===== src/sv/wmc_pkg.sv =====
// Shared types, codes and helpers for the watch mode controller.
// No dependencies; imported by every module of the block.
package wmc_pkg;

   // Default saturation point of the stopwatch, in whole minutes.
   localparam int DEFAULT_MAX_MINUTES = 99;

   // Reset value of the alarm blink window, in seconds.
   localparam logic [5:0] BLINK_RESET = 6'd4;

   // Request kinds.
   localparam logic CMD_FRAME = 1'b0;
   localparam logic CMD_TICK  = 1'b1;

   // Button codes carried by a frame request.
   localparam logic [2:0] BTN_NONE   = 3'd0;
   localparam logic [2:0] BTN_FACE   = 3'd1;
   localparam logic [2:0] BTN_EDIT   = 3'd2;
   localparam logic [2:0] BTN_INC    = 3'd3;
   localparam logic [2:0] BTN_SELECT = 3'd4;

   // Face codes.
   localparam logic [1:0] FACE_CLOCK     = 2'd0;
   localparam logic [1:0] FACE_ALARM     = 2'd1;
   localparam logic [1:0] FACE_STOPWATCH = 2'd2;

   // Field select codes.
   localparam logic [1:0] FIELD_HOUR   = 2'd0;
   localparam logic [1:0] FIELD_MINUTE = 2'd1;
   localparam logic [1:0] FIELD_SECOND = 2'd2;

   // One input request.
   typedef struct packed {
      logic       cmd;
      logic [2:0] button;
      logic [4:0] rtc_hour;
      logic [5:0] rtc_minute;
      logic [5:0] rtc_second;
   } wmc_req_type;

   // One result.
   typedef struct packed {
      logic [1:0] face;
      logic       edit_mode;
      logic [1:0] edit_field;
      logic       alarm_on;
      logic       alarm_led;
      logic       user_led;
      logic       invert_display;
      logic [6:0] show_a;
      logic [5:0] show_b;
      logic [6:0] show_c;
      logic       rtc_write;
   } wmc_rsp_type;

   // Controls from the face logic to the stopwatch counter.
   typedef struct packed {
      logic step;         // a request is being processed this cycle
      logic tick;         // the request is a centisecond tick
      logic toggle_run;   // start or stop
      logic clear_entry;  // face has just moved from alarm to stopwatch
      logic stop_clear;   // increment on the stopwatch face: stop and zero
   } wmc_sw_ctrl_type;

   // Hour plus one, wrapping at 24; inputs up to 31 are tolerated.
   function automatic logic [4:0] wrap_hour(input logic [4:0] value);
      logic [5:0] sum;
      sum = {1'b0, value} + 6'd1;
      if (sum >= 6'd24) begin
         sum = sum - 6'd24;
      end
      return sum[4:0];
   endfunction

   // Minute or second plus one, wrapping at 60; inputs up to 63 are tolerated.
   function automatic logic [5:0] wrap_sixty(input logic [5:0] value);
      logic [6:0] sum;
      sum = {1'b0, value} + 7'd1;
      if (sum >= 7'd60) begin
         sum = sum - 7'd60;
      end
      return sum[5:0];
   endfunction

endpackage


===== src/sv/watch_mode_controller.sv =====
// Top level of the watch mode controller: request register, face and edit
// logic, result register. Depends on wmc_pkg and wmc_stopwatch.
//
//   port group   direction   handshake            payload
//   req_         in          req_valid/req_stall  wmc_req_type
//   rsp_         out         rsp_valid/rsp_stall  wmc_rsp_type
//   csr_         in          csr_write            6-bit blink window
//
// The face logic runs from the request register straight into the result
// register. One request per cycle is sustained while the result side does
// not stall. A stalled result holds; the request register still takes one
// more request. Synchronous reset clears the valid flags and the watch state
// but sets the user LED; the blink window returns to 4 seconds.
module watch_mode_controller #(
   parameter int MAX_MINUTES = wmc_pkg::DEFAULT_MAX_MINUTES
) (
   input  logic                 clock,
   input  logic                 reset,
   input  logic                 req_valid,
   output logic                 req_stall,
   input  wmc_pkg::wmc_req_type req_payload,
   output logic                 rsp_valid,
   input  logic                 rsp_stall,
   output wmc_pkg::wmc_rsp_type rsp_payload,
   input  logic                 csr_write,
   input  logic [5:0]           csr_data
);
   import wmc_pkg::*;

   localparam int MinW = $clog2(MAX_MINUTES + 1);

   // Handshake and pipeline registers.
   logic            req_valid_ff;
   wmc_req_type     req_ff;
   logic            rsp_valid_ff;
   wmc_rsp_type     rsp_ff, rsp_in;
   logic            move;
   logic            accept;

   // Configuration.
   logic [5:0]      blink_ff;

   // Watch state.
   logic [1:0]      face_ff, face_in;
   logic            edit_ff, edit_in;
   logic [1:0]      field_ff, field_in;
   logic            inc_ff, inc_in;
   logic            alarm_en_ff, alarm_en_in;
   logic [4:0]      alarm_hour_ff, alarm_hour_in;
   logic [5:0]      alarm_min_ff, alarm_min_in;
   logic [4:0]      edit_hour_ff, edit_hour_in;
   logic [5:0]      edit_min_ff, edit_min_in;
   logic [5:0]      edit_sec_ff, edit_sec_in;
   logic [1:0]      prev_face_ff, prev_face_in;
   logic            prev_edit_ff, prev_edit_in;
   logic            alarm_led_ff, alarm_led_in;
   logic            user_led_ff, user_led_in;
   logic            invert_ff, invert_in;

   // Stopwatch link.
   wmc_sw_ctrl_type   sw_ctrl;
   logic [MinW - 1:0] sw_min;
   logic [5:0]        sw_sec;
   logic [6:0]        sw_cs;
   logic [MinW + 6:0] sw_min_ext;

   // The request register moves on whenever the result register is free.
   assign move      = req_valid_ff && (!rsp_valid_ff || !rsp_stall);
   assign req_stall = req_valid_ff && !move;
   assign accept    = req_valid && !req_stall;

   assign rsp_valid   = rsp_valid_ff;
   assign rsp_payload = rsp_ff;

   assign sw_min_ext = {7'd0, sw_min};

   wmc_stopwatch #(
      .MAX_MINUTES(MAX_MINUTES)
   ) u_stopwatch (
      .clock    (clock),
      .reset    (reset),
      .ctrl     (sw_ctrl),
      .view_min (sw_min),
      .view_sec (sw_sec),
      .view_cs  (sw_cs)
   );

   // Face, edit, alarm and LED logic for the request in the request register.
   always_comb begin
      face_in       = face_ff;
      edit_in       = edit_ff;
      field_in      = field_ff;
      inc_in        = inc_ff;
      alarm_en_in   = alarm_en_ff;
      alarm_hour_in = alarm_hour_ff;
      alarm_min_in  = alarm_min_ff;
      edit_hour_in  = edit_hour_ff;
      edit_min_in   = edit_min_ff;
      edit_sec_in   = edit_sec_ff;
      prev_face_in  = prev_face_ff;
      prev_edit_in  = prev_edit_ff;
      alarm_led_in  = alarm_led_ff;
      user_led_in   = user_led_ff;
      invert_in     = invert_ff;
      sw_ctrl       = '0;
      sw_ctrl.step  = move;
      sw_ctrl.tick  = (req_ff.cmd == CMD_TICK);
      rsp_in        = '0;

      if (req_ff.cmd == CMD_FRAME) begin
         // Apply the button.
         case (req_ff.button)
            BTN_FACE: begin
               face_in  = (face_ff >= FACE_STOPWATCH) ? FACE_CLOCK : face_ff + 2'd1;
               edit_in  = 1'b0;
               field_in = FIELD_HOUR;
            end
            BTN_EDIT: begin
               field_in = FIELD_HOUR;
               if (face_ff == FACE_ALARM) begin
                  alarm_en_in = !alarm_en_ff;
               end else if (face_ff == FACE_STOPWATCH) begin
                  sw_ctrl.toggle_run = 1'b1;
               end else if (face_ff == FACE_CLOCK) begin
                  edit_in = !edit_ff;
               end
            end
            BTN_INC: begin
               inc_in = !inc_ff;
               if (face_ff == FACE_CLOCK && !edit_ff) begin
                  user_led_in = !user_led_ff;
               end
            end
            BTN_SELECT: begin
               if (face_ff != FACE_STOPWATCH) begin
                  field_in = (field_ff >= FIELD_SECOND) ? FIELD_HOUR : field_ff + 2'd1;
                  if (face_ff == FACE_CLOCK && !edit_ff) begin
                     invert_in = !invert_ff;
                  end
               end
            end
            default: begin
            end
         endcase

         // Alarm match: blink on even seconds inside the window.
         if (alarm_en_in && alarm_hour_ff == req_ff.rtc_hour &&
             alarm_min_ff == req_ff.rtc_minute && req_ff.rtc_second < blink_ff) begin
            alarm_led_in = !req_ff.rtc_second[0];
         end

         // Leaving clock edit commits the edited time.
         rsp_in.rtc_write = (prev_face_ff == FACE_CLOCK) && prev_edit_ff &&
                            (face_in != FACE_CLOCK || !edit_in);

         sw_ctrl.clear_entry = (prev_face_ff == FACE_ALARM) && (face_in == FACE_STOPWATCH);

         // Entering clock edit loads the current time.
         if (face_in == FACE_CLOCK && edit_in && !prev_edit_ff) begin
            edit_hour_in = req_ff.rtc_hour;
            edit_min_in  = req_ff.rtc_minute;
            edit_sec_in  = req_ff.rtc_second;
         end
      end

      // Display, from the values before this request's increment.
      case (face_in)
         FACE_CLOCK: begin
            if (edit_in) begin
               rsp_in.show_a = {2'd0, edit_hour_in};
               rsp_in.show_b = edit_min_in;
               rsp_in.show_c = {1'b0, edit_sec_in};
            end else begin
               rsp_in.show_a = {2'd0, req_ff.rtc_hour};
               rsp_in.show_b = req_ff.rtc_minute;
               rsp_in.show_c = {1'b0, req_ff.rtc_second};
            end
         end
         FACE_ALARM: begin
            rsp_in.show_a = {2'd0, alarm_hour_ff};
            rsp_in.show_b = alarm_min_ff;
            rsp_in.show_c = 7'd0;
         end
         FACE_STOPWATCH: begin
            rsp_in.show_a = sw_min_ext[6:0];
            rsp_in.show_b = sw_sec;
            rsp_in.show_c = sw_cs;
         end
         default: begin
            rsp_in.show_a = 7'd0;
            rsp_in.show_b = 6'd0;
            rsp_in.show_c = 7'd0;
         end
      endcase

      if (rsp_in.rtc_write) begin
         rsp_in.show_a = {2'd0, edit_hour_in};
         rsp_in.show_b = edit_min_in;
         rsp_in.show_c = {1'b0, edit_sec_in};
      end

      if (req_ff.cmd == CMD_FRAME) begin
         // Pending increment on the face now shown.
         if (face_in == FACE_CLOCK) begin
            if (edit_in && inc_in) begin
               case (field_in)
                  FIELD_HOUR: begin
                     edit_hour_in = wrap_hour(edit_hour_in);
                     inc_in       = 1'b0;
                  end
                  FIELD_MINUTE: begin
                     edit_min_in = wrap_sixty(edit_min_in);
                     inc_in      = 1'b0;
                  end
                  FIELD_SECOND: begin
                     edit_sec_in = wrap_sixty(edit_sec_in);
                     inc_in      = 1'b0;
                  end
                  default: begin
                  end
               endcase
            end
         end else if (face_in == FACE_ALARM) begin
            if (inc_in) begin
               case (field_in)
                  FIELD_HOUR: begin
                     alarm_hour_in = wrap_hour(alarm_hour_ff);
                     inc_in        = 1'b0;
                  end
                  FIELD_MINUTE: begin
                     alarm_min_in = wrap_sixty(alarm_min_ff);
                     inc_in       = 1'b0;
                  end
                  FIELD_SECOND: begin
                     alarm_hour_in = wrap_hour(alarm_hour_ff);
                     inc_in        = 1'b0;
                     field_in      = FIELD_HOUR;
                  end
                  default: begin
                  end
               endcase
            end
         end else if (face_in == FACE_STOPWATCH) begin
            if (inc_in) begin
               sw_ctrl.stop_clear = 1'b1;
               inc_in             = 1'b0;
            end
         end

         prev_face_in = face_in;
         prev_edit_in = edit_in;
      end

      rsp_in.face           = face_in;
      rsp_in.edit_mode      = edit_in;
      rsp_in.edit_field     = field_in;
      rsp_in.alarm_on       = alarm_en_in;
      rsp_in.alarm_led      = alarm_led_in;
      rsp_in.user_led       = user_led_in;
      rsp_in.invert_display = invert_in;
   end

   // Request register.
   always_ff @(posedge clock) begin
      if (reset) begin
         req_valid_ff <= 1'b0;
      end else if (accept) begin
         req_valid_ff <= 1'b1;
      end else if (move) begin
         req_valid_ff <= 1'b0;
      end
   end

   always_ff @(posedge clock) begin
      if (accept) begin
         req_ff <= req_payload;
      end
   end

   // Result register.
   always_ff @(posedge clock) begin
      if (reset) begin
         rsp_valid_ff <= 1'b0;
      end else if (move) begin
         rsp_valid_ff <= 1'b1;
      end else if (!rsp_stall) begin
         rsp_valid_ff <= 1'b0;
      end
   end

   always_ff @(posedge clock) begin
      if (move) begin
         rsp_ff <= rsp_in;
      end
   end

   // Blink window register.
   always_ff @(posedge clock) begin
      if (reset) begin
         blink_ff <= BLINK_RESET;
      end else if (csr_write) begin
         blink_ff <= csr_data;
      end
   end

   // Watch state registers.
   always_ff @(posedge clock) begin
      if (reset) begin
         face_ff       <= FACE_CLOCK;
         edit_ff       <= 1'b0;
         field_ff      <= FIELD_HOUR;
         inc_ff        <= 1'b0;
         alarm_en_ff   <= 1'b0;
         alarm_hour_ff <= 5'd0;
         alarm_min_ff  <= 6'd0;
         edit_hour_ff  <= 5'd0;
         edit_min_ff   <= 6'd0;
         edit_sec_ff   <= 6'd0;
         prev_face_ff  <= FACE_CLOCK;
         prev_edit_ff  <= 1'b0;
         alarm_led_ff  <= 1'b0;
         user_led_ff   <= 1'b1;
         invert_ff     <= 1'b0;
      end else if (move) begin
         face_ff       <= face_in;
         edit_ff       <= edit_in;
         field_ff      <= field_in;
         inc_ff        <= inc_in;
         alarm_en_ff   <= alarm_en_in;
         alarm_hour_ff <= alarm_hour_in;
         alarm_min_ff  <= alarm_min_in;
         edit_hour_ff  <= edit_hour_in;
         edit_min_ff   <= edit_min_in;
         edit_sec_ff   <= edit_sec_in;
         prev_face_ff  <= prev_face_in;
         prev_edit_ff  <= prev_edit_in;
         alarm_led_ff  <= alarm_led_in;
         user_led_ff   <= user_led_in;
         invert_ff     <= invert_in;
      end
   end

   // Edit mode exists only on the clock face.
   assert property (@(posedge clock) disable iff (reset)
      edit_ff |-> face_ff == FACE_CLOCK)
      else $error("edit mode active away from the clock face");

   // A held request is neither lost nor altered while the result side stalls.
   assert property (@(posedge clock) disable iff (reset)
      req_valid_ff && !move |=> req_valid_ff && $stable(req_ff))
      else $error("held request changed while stalled");

   // A commit is reported only once clock editing has ended.
   assert property (@(posedge clock) disable iff (reset)
      rsp_valid_ff && rsp_ff.rtc_write |->
         (rsp_ff.face != FACE_CLOCK) || !rsp_ff.edit_mode)
      else $error("time commit reported while still editing");

   // Stopwatch display digits stay within their ranges.
   assert property (@(posedge clock) disable iff (reset)
      rsp_valid_ff && rsp_ff.face == FACE_STOPWATCH && !rsp_ff.rtc_write |->
         (rsp_ff.show_b < 6'd60) && (rsp_ff.show_c < 7'd100))
      else $error("stopwatch digits out of range");

endmodule


===== src/sv/wmc_stopwatch.sv =====
// Stopwatch counter of the watch mode controller, kept as minutes,
// seconds and centiseconds. Depends on wmc_pkg.
module wmc_stopwatch #(
   parameter int MAX_MINUTES = wmc_pkg::DEFAULT_MAX_MINUTES
) (
   input  logic                                  clock,
   input  logic                                  reset,
   input  wmc_pkg::wmc_sw_ctrl_type              ctrl,
   output logic [$clog2(MAX_MINUTES + 1) - 1:0]  view_min,
   output logic [5:0]                            view_sec,
   output logic [6:0]                            view_cs
);
   import wmc_pkg::*;

   localparam int MinW = $clog2(MAX_MINUTES + 1);
   localparam logic [MinW - 1:0] MaxMin = MinW'(MAX_MINUTES);

   logic              run_ff, run_in;
   logic [MinW - 1:0] min_ff, min_in, min_inc;
   logic [5:0]        sec_ff, sec_in, sec_inc;
   logic [6:0]        cs_ff, cs_in, cs_inc;
   logic              saturated;

   // The count stops at the maximum minutes, 59 seconds and 99 centiseconds.
   assign saturated = (min_ff == MaxMin) && (sec_ff == 6'd59) && (cs_ff == 7'd99);

   // Mixed-radix increment by one centisecond.
   always_comb begin
      min_inc = min_ff;
      sec_inc = sec_ff;
      cs_inc  = cs_ff + 7'd1;
      if (cs_ff == 7'd99) begin
         cs_inc  = 7'd0;
         sec_inc = sec_ff + 6'd1;
         if (sec_ff == 6'd59) begin
            sec_inc = 6'd0;
            min_inc = min_ff + MinW'(1);
         end
      end
   end

   // Shown value and next value for the request in hand.
   always_comb begin
      run_in   = run_ff;
      min_in   = min_ff;
      sec_in   = sec_ff;
      cs_in    = cs_ff;
      view_min = min_ff;
      view_sec = sec_ff;
      view_cs  = cs_ff;
      if (ctrl.tick) begin
         if (run_ff && !saturated) begin
            min_in = min_inc;
            sec_in = sec_inc;
            cs_in  = cs_inc;
         end
         view_min = min_in;
         view_sec = sec_in;
         view_cs  = cs_in;
      end else begin
         run_in = run_ff ^ ctrl.toggle_run;
         if (ctrl.clear_entry) begin
            min_in = '0;
            sec_in = 6'd0;
            cs_in  = 7'd0;
         end
         view_min = min_in;
         view_sec = sec_in;
         view_cs  = cs_in;
         if (ctrl.stop_clear) begin
            run_in = 1'b0;
            min_in = '0;
            sec_in = 6'd0;
            cs_in  = 7'd0;
         end
      end
   end

   // Counter registers advance only when a request is processed.
   always_ff @(posedge clock) begin
      if (reset) begin
         run_ff <= 1'b0;
         min_ff <= '0;
         sec_ff <= 6'd0;
         cs_ff  <= 7'd0;
      end else if (ctrl.step) begin
         run_ff <= run_in;
         min_ff <= min_in;
         sec_ff <= sec_in;
         cs_ff  <= cs_in;
      end
   end

endmodule

===== config.mk =====
export PLATFORM = sky130hd
export DESIGN_NAME = watch_mode_controller
export DESIGN_NICKNAME = d
export VERILOG_FILES = /design/src/sv/wmc_pkg.sv /design/src/sv/watch_mode_controller.sv /design/src/sv/wmc_stopwatch.sv
export SDC_FILE = /design/constraint.sdc
export NUM_CORES = 1
export LEC_CHECK = 0
export BUFFER_PORTS_ARGS = -buffer_cell sky130_fd_sc_hd__buf_2
export CAP_MARGIN = 20
export CORE_ASPECT_RATIO = 1.5
export CORE_UTILIZATION = 40
export CTS_CLUSTER_SIZE = 25
export DETAILED_ROUTE_END_ITERATION = 16
export HOLD_SLACK_MARGIN = 0.02
export PLACE_DENSITY = 0.67
export SYNTH_ARGS = -nofsm -noshare
export SYNTH_HDL_FRONTEND = slang
export SYNTH_HIERARCHICAL = 1
export SYNTH_SLANG_ARGS = --single-unit

===== constraint.sdc =====
create_clock -name clock -period 9.3 [get_ports clock]
set_input_delay 2.325 -clock clock [delete_from_list [all_inputs] [get_ports clock]]
set_output_delay 2.325 -clock clock [all_outputs]
set_load 0.02 [all_outputs]

# ---- Word-level counts from Yosys, hierarchy flattened
# Cells that the tools add are included.
dict set report totals {
  ff_bits 121
  inputBits 32
  out_inout_bits 32
  wordCells 232
}
dict set report op_classes {
  n_addsub 15
  magnitude_cmp 8
  n_eq_ne 19
  muxes 103
  bitwise_logic 3
  reduce_logical 44
}
# cell n
set op_table {}
lappend op_table {{6-bit two-way mux} 22}
lappend op_table {{7-bit two-way mux} 13}
lappend op_table {{20-bit case mux with 3 select lines} 1}
lappend op_table {{1-bit two-way mux} 42}
lappend op_table {{5-bit two-way mux} 8}
lappend op_table {{18-bit two-way mux} 2}
lappend op_table {{2-bit two-way mux} 13}
lappend op_table {{6-bit by 1-bit adder with 7-bit output, second input constant} 3}
lappend op_table {{7-bit by 6-bit >= comparator with 1-bit output, second input constant} 3}
lappend op_table {{6-bit subtractor, second input constant} 3}
lappend op_table {{1-bit logical AND} 16}
lappend op_table {{7-bit by 1-bit adder with 7-bit output, second input constant} 2}
lappend op_table {{7-bit equality test, second input constant} 2}
lappend op_table {{1-bit zero test} 13}
lappend op_table {{5-bit by 1-bit adder with 6-bit output, second input constant} 2}
lappend op_table {{6-bit by 5-bit >= comparator with 1-bit output, second input constant} 2}
lappend op_table {{6-bit AND reduction} 2}
lappend op_table {{2-bit zero test} 5}
lappend op_table {{5-bit subtractor, second input constant} 2}
lappend op_table {{2-bit by 1-bit equality test with 1-bit output, second input constant} 4}
lappend op_table {{2-bit equality test, second input constant} 4}
lappend op_table {{6-bit by 1-bit adder with 6-bit output, second input constant} 1}
lappend op_table {{3-bit by 2-bit equality test with 1-bit output, second input constant} 2}
lappend op_table {{6-bit equality test} 1}
lappend op_table {{other kinds (18)} 24}

# ---- Depth between registers and ports, before layout
# Gate-level depths: netlist (run 1).
dict set report depth {
  ltp_word 17
  depth_mapped 20
  mapped_depth_nobuf 16
}

# ---- Hierarchy
# The synthesis (run 1) kept the hierarchy.
# module n_inst cells_per_inst area_each_um2 seq_area_each_um2
set by_module_without_submodules {}
lappend by_module_without_submodules {watch_mode_controller 1 701 6170.9 2512.4}
lappend by_module_without_submodules {wmc_stopwatch 1 229 1619.1 420.4}

# ---- Least setup slack after synthesis (run 1)
# Ideal clock, no wire load.
dict set report synth_path {
  path_type {input-to-reg}
  from {input rsp_stall}
  to {register u_stopwatch.sec_ff[1]}
  setup_ns 0.075
  arrival_ns 5.258
  required_ns 9.225
  setup_slack_ns 3.967
  cell_stages 10
  path_buffers 3
  cell_sequence {nand2_1 nand2_1 clkinv_1 clkbuf_1 clkbuf_1 nand2_1 nor2_1 clkbuf_1 nand3_1 o22ai_1}
}
dict set report synth_between {
  elab_chain_cells 3
}
# element line_no
set synth_rtl {}
lappend synth_rtl {{start: declaration} watch_mode_controller.sv:23} ;# input logic rsp_stall,
lappend synth_rtl {{1-bit zero test} -}
lappend synth_rtl {{1-bit logical OR} watch_mode_controller.sv:68} ;# assign move = req_valid_ff && (!rsp_valid_ff || !rsp_stall);
lappend synth_rtl {{1-bit logical AND} watch_mode_controller.sv:68}
lappend synth_rtl {{named net move} watch_mode_controller.sv:37} ;# logic move;
lappend synth_rtl {{end signal: assignment} wmc_stopwatch.sv:89} ;# sec_ff <= sec_in;
lappend synth_rtl {{end: declaration} wmc_stopwatch.sv:20} ;# logic [5:0] sec_ff, sec_in, sec_inc;
# The timed path passes the listed nets, and every way through them passes these cells.
# A chain may end at the register's enable or synchronous reset.

# ---- Worst setup path after layout (run 1)
dict set report layout_path {
  from {input rsp_stall}
  to {output req_stall}
}
dict set report layout_between {
  elab_chain_cells 5
}
# element line_no
set layout_rtl {}
lappend layout_rtl {{1-bit zero test} -}
lappend layout_rtl {{1-bit logical OR} watch_mode_controller.sv:68}
lappend layout_rtl {{1-bit logical AND} watch_mode_controller.sv:68}
lappend layout_rtl {{1-bit zero test} watch_mode_controller.sv:69} ;# assign req_stall = req_valid_ff && !move;
lappend layout_rtl {{1-bit logical AND} watch_mode_controller.sv:69}
lappend layout_rtl {{end: declaration} watch_mode_controller.sv:20} ;# output logic req_stall,
# Every way passes these cells.

==> parameters.txt, run 1 <==
Parameter                              Value

Outcome
  Outcome    complete, no violations

Setup path
  Flop-to-flop setup slack    4.42 ns
  Largest fanout on the critical path    3
  Reg2Reg Depth    16
  Worst setup path category    primary input to primary output
  WP data arrival    2.80 ns
  Critical R2R Launch    face_ff[1]
  Startpoint kind of the worst setup timing path    primary input
  Critical Path Source    rsp_stall
  Endpoint class of the critical path    primary output
  Endpoint required time on the critical path    6.98 ns
  Endpoint of the most critical register-to-register path    edit_sec_ff[4]

Clock tree
  Bufs on Longest Clock Path    2
  Number of resized instances in the post-cts repair step    0
  CTS clk-pin slew, worst paths    0.06 ns
  Clock root buffer    sky130_fd_sc_hd__clkbuf_16
  Hold_buf cts    0
  Clock Latency Late Sink    0.43 ns
  TritonCTS clock tree    done
  # H-tree levels    4
  # clock sinks    121
  TritonCTS buffer count    17
  Post-CTS setup repair buffer count    0

Floorplanning
  Die H    173 microns
  Site Rows    62
  Overall die area    20000 sq um
  Core region area    19100 sq um
  Die extent in x    116 microns
  Number of top-level pins    64
  Starting density of the core    40.8%

GRT
  Overflow left after global routing    0
  Number of antenna violations at the first check in global routing    0
  Number of global-route vias before repair    6655
  Largest net degree at the start of global routing    72
  First-pass GRT wire length    33.5 mm
  Global routing usage summed across all routing layers    21.5%

Placed design
  Final weighted congestion of routability-driven global placement    0.904
  Detailed placer's ending HPWL    14.7 mm
  Placed Cells    1190
  Input/output buffers    63

Timing
  Share of the clock period used by the worst path    55.2%
  Accumulated negative setup slack    0 ns
  Count of final max-slew check failures    0
  Unrepaired setup endpoints after global routing    false
  Time the final worst path needs with I/O delays and setup    5.13 ns
  Maximum clock frequency    195 MHz
  Setup violations, final    0
  Normalized max-slew margin    23.1%
  Final Hold Viols    0
  Transition time at the pin with the least slew margin    1.15 ns
  Clock skew after layout    0.00889 ns

Route
  Total wire length    21.0 mm
  Vias/cell    5.89
  Number of design rule violations left after detail routing    0
  Overall via count from detail_route    7200
  Pre-Repair DR Iteration Count    5
  Routed wire length per instance    17.2 microns
  Antenna-violating nets left    0
  Starting DRC count in detailed routing    712

Cells and area
  Fillers    1884
  Final net count    1003
  Synthesis-to-layout area growth    13.5%
  Combined flip-flop and latch cell area    2930 sq um
  Final cell count without fillers    1223
  Multi-input gate area in the final layout    4490 sq um
  Fraction of final layout cells sized beyond drive strength 1    13.5%
  Count of antenna diodes in the layout    0

Worst hold path
  End point of the worst hold path    edit_hour_ff[0]
  Critical hold path startpoint    edit_hour_ff[0]
  Type of the tightest min-delay check    register to register
  Hold-critical path depth    2

Logic synthesis
  Count of cell types in the netlist    77
  Flop and latch count out of synthesis    121
  Net count after synthesis    979
  Fraction of registers with async set or reset after synthesis    0%
  Number of enable-type register cells in the synthesized netlist    51
  Post-Synthesis Cell Area    7790 sq um
  Average instance area after synthesis    8.38 sq um
  Fraction of post-synthesis cell area in the top cell type by area    19.7%
  Synth Warn #    6
  Cell type with the highest aggregate area in the netlist    sky130_fd_sc_hd__edfxtp_1
  Cell types occupying the most area after synthesis    sky130_fd_sc_hd__edfxtp_1 (20%), sky130_fd_sc_hd__dfxtp_1 (18%), sky130_fd_sc_hd__mux2i_1 (5.4%), sky130_fd_sc_hd__nand2_1 (5.1%), sky130_fd_sc_hd__a21oi_1 (4.7%)
  Sequential cell area fraction in the yosys report    37.6%
  Primary FF master, synth    sky130_fd_sc_hd__dfxtp_1
  Post-synthesis cell count    930

Power
  Power Density    162 nW/um^2
  Overall power consumption    1.43 mW
  Leakage power of the design    3.21 nW
  Largest voltage drop on the vdd net    0.000124 V

Job
  # Max-Cap Violations    0
==> layer usage <==
metal  GRT usage [%]  wire length, microns  vias to the layer above
met2            36.2                 10300                      266
met4            11.1                   850                        0
met5               0                     0                        -
li1                -                     -                     3475
met3            3.86                  1110                       54
met1            25.6                  8720                     3405
==> report_power, final <==
| part | switching (mW) | internal (mW) | total (mW) |
|---|---|---|---|
| Sequential | 0.0175 | 0.576 | 0.594 |
| Clock | 0.247 | 0.443 | 0.690 |
| Combinational | 0.0961 | 0.0549 | 0.151 |
| Total | 0.361 | 1.07 | 1.43 |
==> area by class of cell <==
| cell class | count | share of cell area (%) |
|---|---|---|
| inverter | 24 | 1.02 |
| sequential | 121 | 33.2 |
| multi-input combinational | 717 | 50.7 |
| clock buffer | 22 | 5.36 |
| clock inverter | 10 | 1.61 |
| tap | 256 | 3.62 |
| timing repair buffer | 73 | 4.47 |
==> Yosys cell counts (3+ instances only) <==
| cell type | n |
|---|---|
| sky130_fd_sc_hd__a211oi_1 | 11 |
| sky130_fd_sc_hd__a21o_1 | 11 |
| sky130_fd_sc_hd__a21oi_1 | 73 |
| sky130_fd_sc_hd__a221o_1 | 3 |
| sky130_fd_sc_hd__a221oi_1 | 4 |
| sky130_fd_sc_hd__a22oi_1 | 9 |
| sky130_fd_sc_hd__a311oi_1 | 6 |
| sky130_fd_sc_hd__a31oi_1 | 18 |
| sky130_fd_sc_hd__a32o_1 | 4 |
| sky130_fd_sc_hd__a41o_1 | 3 |
| sky130_fd_sc_hd__a41oi_1 | 5 |
| sky130_fd_sc_hd__and2_1 | 10 |
| sky130_fd_sc_hd__and3_1 | 17 |
| sky130_fd_sc_hd__buf_2 | 8 |
| sky130_fd_sc_hd__buf_4 | 3 |
| sky130_fd_sc_hd__clkbuf_1 | 54 |
| sky130_fd_sc_hd__dfxtp_1 | 70 |
| sky130_fd_sc_hd__edfxtp_1 | 51 |
| sky130_fd_sc_hd__ha_1 | 17 |
| sky130_fd_sc_hd__inv_1 | 22 |
| sky130_fd_sc_hd__mux2_2 | 8 |
| sky130_fd_sc_hd__mux2i_1 | 42 |
| sky130_fd_sc_hd__nand2_1 | 106 |
| sky130_fd_sc_hd__nand2b_1 | 4 |
| sky130_fd_sc_hd__nand3_1 | 45 |
| sky130_fd_sc_hd__nand3b_1 | 5 |
| sky130_fd_sc_hd__nand4_1 | 12 |
| sky130_fd_sc_hd__nor2_1 | 87 |
| sky130_fd_sc_hd__nor2b_1 | 6 |
| sky130_fd_sc_hd__nor3_1 | 15 |
| sky130_fd_sc_hd__nor3b_1 | 6 |
| sky130_fd_sc_hd__nor4_1 | 6 |
| sky130_fd_sc_hd__nor4b_1 | 4 |
| sky130_fd_sc_hd__o211ai_1 | 11 |
| sky130_fd_sc_hd__o21a_1 | 4 |
| sky130_fd_sc_hd__o21ai_0 | 55 |
| sky130_fd_sc_hd__o21ai_1 | 3 |
| sky130_fd_sc_hd__o221ai_1 | 4 |
| sky130_fd_sc_hd__o22ai_1 | 13 |
| sky130_fd_sc_hd__or2_2 | 3 |
| sky130_fd_sc_hd__or3_1 | 5 |
| sky130_fd_sc_hd__xnor2_1 | 22 |
| sky130_fd_sc_hd__xor2_1 | 19 |
==> kinds of logic (layout without fill, tap and decap cells) <==
family	after synthesis	after routing	share of synthesized area (%)
flops	121	121	37.6
buf+inv	92	129	4.80
xor+xnor	41	41	4.61
compound gates	259	259	21.5
simple gates	348	348	21.8
mux	52	52	6.94
fa+ha+maj	17	17	2.73
==> flip-flops by register name, indices dropped and copies added (netlist names), 2 cells and up <==
name and count:
field_ff 2, alarm_min_ff 6, u_stopwatch/cs_ff 7, rsp_payload 30
prev_face_ff 2, edit_min_ff 6, blink_ff 6, face_ff 2
edit_hour_ff 5, req_ff 21, edit_sec_ff 6, u_stopwatch/sec_ff 6
alarm_hour_ff 5, u_stopwatch/min_ff 7
==> cell usage in the layout (no fill, tap or decap), drive strengths merged, types with 10 or more instances in the layout <==
cell | netlist | layout
nand4 | 12 | 12
a21oi | 73 | 73
nand3 | 45 | 45
buf | 14 | 73
inv | 23 | 24
and3 | 17 | 17
xnor2 | 22 | 22
a21o | 11 | 11
o22ai | 13 | 13
clkbuf | 54 | 22
nor2 | 87 | 87
a31oi | 18 | 18
xor2 | 19 | 19
and2 | 10 | 10
a211oi | 11 | 11
o21ai | 58 | 58
mux2 | 10 | 10
edfxtp | 51 | 51
nor3 | 15 | 15
o211ai | 11 | 11
mux2i | 42 | 42
dfxtp | 70 | 70
ha | 17 | 17
nand2 | 107 | 107
==> through the flow <==
step	util [%]	hold slack, ns	setup slack (ns)	cell area, sq um
2_1_floorplan	-	0.431	3.97	7790
3_3_place_gp	43.0	0.443	4.18	8200
3_5_place_dp	43.1	0.449	4.18	8220
4_1_cts	46.3	0.455	4.17	8840
5_1_grt	46.3	0.469	4.11	8840
6_report	46.3	0.452	4.17	8840
==> critical path, cell delays in order <==
cell                     delay [ns]
sky130_fd_sc_hd__buf_2         0.09
sky130_fd_sc_hd__and3_1        0.21
sky130_fd_sc_hd__buf_2         0.18
==> worst max-delay path by stage <==
stage	end	slack, ns
2_1_floorplan	u_stopwatch/sec_ff[1]	3.97
3_3_place_gp	req_stall	4.18
3_5_place_dp	req_stall	4.18
4_1_cts	req_stall	4.17
5_1_grt	edit_sec_ff[4]	4.11
6_report	req_stall	4.17
No activity file was read; power rests on OpenSTA's default activity.
==> run 2, diff against run 1 <==
Clock period 9.3 ns to 4.9 ns, I/O delays scaled along.
==> run 2 against run 1 <==
  * Cell count up 0.98%
  * Sequential power up 90%
  * Setup slack worse by 3.7 ns
  * Critical endpoint is now edit_min_ff[4]
  * Highest routed layer unchanged
==> parameters.txt, run 2 (synthesized netlist as in run 1, its figures left out) <==
Parameter                              Value

Clock tree
  Hold_buf cts    0
  # clock sinks    121
  TritonCTS buffer count    17
  Bufs on Longest Clock Path    2
  Post-CTS setup repair buffer count    0
  Clock root buffer    sky130_fd_sc_hd__clkbuf_16
  Clock Latency Late Sink    0.43 ns
  TritonCTS clock tree    done
  CTS clk-pin slew, worst paths    0.06 ns
  # H-tree levels    4
  Number of resized instances in the post-cts repair step    0

Cells and area
  Largest register FFs    30
  Most common cell after layout, fill and taps aside    sky130_fd_sc_hd__nand2_1
  Utilization of the core after routing    47.1%
  Final cell count without fillers    1235
  Fraction of final layout cells sized beyond drive strength 1    14.6%
  Count of antenna diodes in the layout    0
  Final net count    1015
  Synthesis-to-layout area growth    15.3%
  Top library cells by usage in the layout, fill and taps aside    sky130_fd_sc_hd__nand2_1 (106), sky130_fd_sc_hd__nor2_1 (87), sky130_fd_sc_hd__a21oi_1 (73)
  Total non-filler cell area in the finished layout    8980 sq um

Power
  Overall power consumption    2.86 mW
  Largest voltage drop on the vdd net    0.000206 V
  Power Density    318 nW/um^2
  Leakage power of the design    3.28 nW

Timing
  Time the final worst path needs with I/O delays and setup    4.44 ns
  Clock skew after layout    0.00827 ns
  Maximum clock frequency    225 MHz
  Hold slack final    0.459 ns
  Final Hold Viols    0
  Transition time at the pin with the least slew margin    0.984 ns
  Worst setup margin    0.464 ns
  Setup violations, final    0
  Normalized max-slew margin    32.7%
  Share of the clock period used by the worst path    90.5%
  Unrepaired setup endpoints after global routing    false
  Count of final max-slew check failures    0
  Accumulated negative setup slack    0 ns

Setup path
  Critical Path Max Stage Delay    0.44 ns
  Worst setup path category    register to register
  Endpoint class of the critical path    register
  CP dominant cell by count    sky130_fd_sc_hd__ha_1
  Endpoint required time on the critical path    5.25 ns
  Critical Path Slowest Stage Cell    sky130_fd_sc_hd__a311oi_4
  WP data arrival    4.79 ns
  Buffering stage count on the worst path with inverters included    1
  Largest delay share family, worst path    compound AO/OA/AOI/OAI gates
  Largest fanout on the critical path    9
  Startpoint kind of the worst setup timing path    register
  Series of cell instances along the critical path    nor2_1, ha_1, or3_4, a311oi_4, mux2i_1, xnor2_1, ha_1, inv_1, o221ai_1, o21ai_0, or2_2, xor2_1, o211ai_1, mux2_2, a21oi_1

GRT
  Global routing usage summed across all routing layers    22.7%
  Overflow left after global routing    0
  Met3 track utilization from global routing    3.93%
  Number of global-route vias before repair    6799
  First-pass GRT wire length    35.0 mm
  Number of antenna violations at the first check in global routing    0
  Met1 routing resource usage after global routing    26.8%
  Met2 GRT Util    38.5%
  Peak-usage layer in the global routing report    met2
  Largest net degree at the start of global routing    44

Placed design
  Detailed placer's ending HPWL    16.1 mm
  Input/output buffers    63
  Final weighted congestion of routability-driven global placement    0.934
  Dpl cell area    8320 sq um
  Setup WS pre-CTS    0.541 ns
  Placed Cells    1203

Route
  Number of design rule violations left after detail routing    0
  Pre-Repair DR Iteration Count    6
  Total wire length    22.0 mm
  Antenna-violating nets left    0
  Starting DRC count in detailed routing    627
  Vias/cell    5.85
  Routed wire length per instance    17.8 microns
  Overall via count from detail_route    7222

Floorplanning
  Die H    173 microns
  Site Rows    62
  Core region area    19100 sq um
  Overall die area    20000 sq um
  Number of top-level pins    64
  Die extent in x    116 microns
  Starting density of the core    40.8%

Worst hold path
  Type of the tightest min-delay check    register to register

Job
  # Max-Cap Violations    0

Outcome
  Outcome    complete, no violations
==> run 2: cell count changes in the layout (fill, tap and decap cells not counted), sizes merged <==
cell	delta
buf	+12
bufinv	+3
clkbuf	-2
clkinv	-3
clkinvlp	+2
==> run 2: metal layers <==
metal,share of wire (%),vias to the layer above
li1,-,3501
met1,41,3374
met2,50,277
met3,5.0,70
met4,4.2,0
met5,0,-
==> run 2: area by class of cell <==
cell class,count,area [sq um]
clock buffers,20,447
repair buffers,85,488
multi-input cells,717,4490
inverters,24,90.1
flip-flops and latches,121,2930
clock inverters,12,221
well taps,256,320
fillers,1909,10100
==> run 2: path summary, 6_finish.rpt <==
kind                                       from  slack (ns)  cells past startpoint              end
worst max register to register       face_ff[1]        0.46                     15   edit_min_ff[4]
worst max-delay path                 face_ff[1]        0.46                     15   edit_min_ff[4]
worst min-delay path            edit_hour_ff[0]        0.46                      2  edit_hour_ff[0]
worst min register to register  edit_hour_ff[0]        0.46                      2  edit_hour_ff[0]
==> run 2: tightest hold or removal path: cells and delay by family (launching register included) <==
family	cells	cell delay [ns]
AO/OA/AOI/OAI	1	0.05
AND/OR/NAND/NOR	1	0.05
flip-flops	1	0.31
==> run 2: where the power goes <==
part | leakage (nW) | internal [mW] | switching [mW]
clock | 0.316 | 0.964 | 0.467
sequential | 1.06 | 1.09 | 0.0341
combinational | 1.91 | 0.109 | 0.188
total | 3.28 | 2.17 | 0.689
==> run 3, diff against run 2 <==
Settings changed: CORE_UTILIZATION 40 to 55, CTS_BUF_LIST set to sky130_fd_sc_hd__clkbuf_4 sky130_fd_sc_hd__clkbuf_8, PLACE_DENSITY 0.67 to 0.84.
==> run 3 against run 2 <==
  * Die area shrank 27%
  * Highest routed layer unchanged
  * Clock skew is 0.0065 ns higher
  * Via count rose by 1.2%
  * Critical path type unchanged
==> parameters.txt, run 3 (synthesized netlist as in run 1, its figures left out) <==
Parameter                              Value

Floorplanning
  Core region area    13700 sq um
  Die extent in x    99.2 microns
  Site Rows    52
  Die H    148 microns
  Number of top-level pins    64
  Starting density of the core    57.0%
  Overall die area    14700 sq um

Power
  Power Density    264 nW/um^2
  Leakage power of the design    3.13 nW
  Largest voltage drop on the vdd net    0.000220 V

Timing
  Accumulated negative setup slack    0 ns
  Count of final max-slew check failures    0
  Hold slack final    0.472 ns
  Unrepaired setup endpoints after global routing    false
  Final Hold Viols    0
  Clock skew after layout    0.0148 ns
  Worst setup margin    0.542 ns
  Transition time at the pin with the least slew margin    0.941 ns
  Time the final worst path needs with I/O delays and setup    4.36 ns
  Normalized max-slew margin    35.6%
  Maximum clock frequency    229 MHz
  Setup violations, final    0
  Share of the clock period used by the worst path    88.9%

Route
  Pre-Repair DR Iteration Count    5
  Number of design rule violations left after detail routing    0
  Total wire length    20.9 mm
  Starting DRC count in detailed routing    829
  Antenna-violating nets left    0
  Routed wire length per instance    18.4 microns
  Overall via count from detail_route    7309
  Vias/cell    6.43

GRT
  Met3 track utilization from global routing    4.16%
  Number of antenna violations at the first check in global routing    0
  Largest net degree at the start of global routing    55
  Met1 routing resource usage after global routing    34.6%
  Number of global-route vias before repair    6665
  Global routing usage summed across all routing layers    28.4%
  Met2 GRT Util    49.1%
  Peak-usage layer in the global routing report    met2
  Overflow left after global routing    0
  First-pass GRT wire length    33.0 mm

Clock tree
  Bufs on Longest Clock Path    2
  Hold_buf cts    0
  TritonCTS buffer count    17
  # H-tree levels    4
  Clock root buffer    sky130_fd_sc_hd__clkbuf_8
  CTS clk-pin slew, worst paths    0.08 ns
  Post-CTS setup repair buffer count    0
  Number of resized instances in the post-cts repair step    0
  Clock Latency Late Sink    0.44 ns
  # clock sinks    121
  TritonCTS clock tree    done

Placed design
  Final weighted congestion of routability-driven global placement    0.988
  Setup WS pre-CTS    0.594 ns
  Dpl cell area    8150 sq um
  Detailed placer's ending HPWL    14.9 mm
  Input/output buffers    63

Worst hold path
  Type of the tightest min-delay check    register to register
  Hold-critical path depth    2

Job
  # Max-Cap Violations    0

Setup path
  Path length in cells of the critical path    15
  Endpoint class of the critical path    register
  Worst setup path category    register to register
  Buffering stage count on the worst path with inverters included    1
  Endpoint required time on the critical path    5.28 ns
  Critical Path Max Stage Delay    0.43 ns
  Largest delay share family, worst path    compound AO/OA/AOI/OAI gates
  Series of cell instances along the critical path    nor2_1, ha_1, or3_4, a311oi_4, mux2i_1, xnor2_1, ha_1, inv_1, o221ai_1, o21ai_0, or2_2, xor2_1, o211ai_1, mux2_2, a21oi_1
  Reg2Reg Depth    15
  WP data arrival    4.74 ns
  Startpoint kind of the worst setup timing path    register
  Critical Path Slowest Stage Cell    sky130_fd_sc_hd__or3_4
  Flop-to-flop setup slack    0.54 ns
  CP dominant cell by count    sky130_fd_sc_hd__ha_1
  Largest fanout on the critical path    9

Cells and area
  Final net count    1011
  Total non-filler cell area in the finished layout    8540 sq um
  Fillers    1201
  Utilization of the core after routing    62.5%
  Synthesis-to-layout area growth    9.57%
  Multi-input gate area in the final layout    4490 sq um
  Most common cell after layout, fill and taps aside    sky130_fd_sc_hd__nand2_1
  Fraction of final layout cells sized beyond drive strength 1    14.3%
  Count of antenna diodes in the layout    0
  Top library cells by usage in the layout, fill and taps aside    sky130_fd_sc_hd__nand2_1 (106), sky130_fd_sc_hd__nor2_1 (87), sky130_fd_sc_hd__a21oi_1 (73)
  Combined flip-flop and latch cell area    2930 sq um
  Largest register FFs    30

Outcome
  Outcome    complete, no violations
run 3: cell types whose count changed in the layout (fill, tap and decap cells not counted):
| cell | previous run | this run |
|---|---|---|
| sky130_fd_sc_hd__buf_16 | 0 | 1 |
| sky130_fd_sc_hd__buf_8 | 1 | 0 |
| sky130_fd_sc_hd__bufinv_16 | 6 | 1 |
| sky130_fd_sc_hd__clkbuf_16 | 17 | 0 |
| sky130_fd_sc_hd__clkinv_1 | 0 | 1 |
| sky130_fd_sc_hd__buf_4 | 21 | 17 |
| sky130_fd_sc_hd__clkbuf_8 | 1 | 18 |
| sky130_fd_sc_hd__clkbuf_1 | 2 | 0 |
| sky130_fd_sc_hd__clkinv_2 | 2 | 4 |
| sky130_fd_sc_hd__clkbuf_4 | 0 | 4 |
| sky130_fd_sc_hd__clkinv_4 | 1 | 0 |
run 3: final timing paths:
path	from	end
worst max-delay path	face_ff[1]	edit_min_ff[4]
worst min-delay path	edit_hour_ff[0]	edit_hour_ff[0]
worst min register to register	edit_hour_ff[0]	edit_hour_ff[0]
worst max register to register	face_ff[1]	edit_min_ff[4]
run 3: metal layers:
metal	vias up	share of wire [%]
met1	3435	41
li1	3493	-
met4	0	3.1
met3	58	6.1
met5	-	0
met2	323	50
run 3: layout make-up:
| cell class | count | share of cell area, % |
|---|---|---|
| inverter | 24 | 1.06 |
| clock inverter | 9 | 0.894 |
| multi-input combinational | 717 | 52.6 |
| sequential | 121 | 34.4 |
| timing repair buffer | 81 | 5.51 |
| tap | 162 | 2.37 |
| clock buffer | 22 | 3.25 |
run 3: tightest hold or removal path: stages, from the launching register on:
cell and delay, ns:
sky130_fd_sc_hd__dfxtp_1 0.32, sky130_fd_sc_hd__nand2_1 0.05, sky130_fd_sc_hd__a21oi_1 0.05
run 3: report_power, final:
group	internal, mW	leakage [nW]	switching, mW
Clock	0.428	0.180	0.407
Combinational	0.109	1.90	0.183
Sequential	1.09	1.06	0.0346
Total	1.63	3.13	0.625
run 3: through the flow:
stage | total power [mW] | cells
2_1_floorplan | 1.34 | 930
3_3_place_gp | 1.43 | 1104
3_5_place_dp | 1.43 | 1104
4_1_cts | 2.25 | 1135
5_1_grt | 2.33 | 1136
6_report | 2.25 | 1136
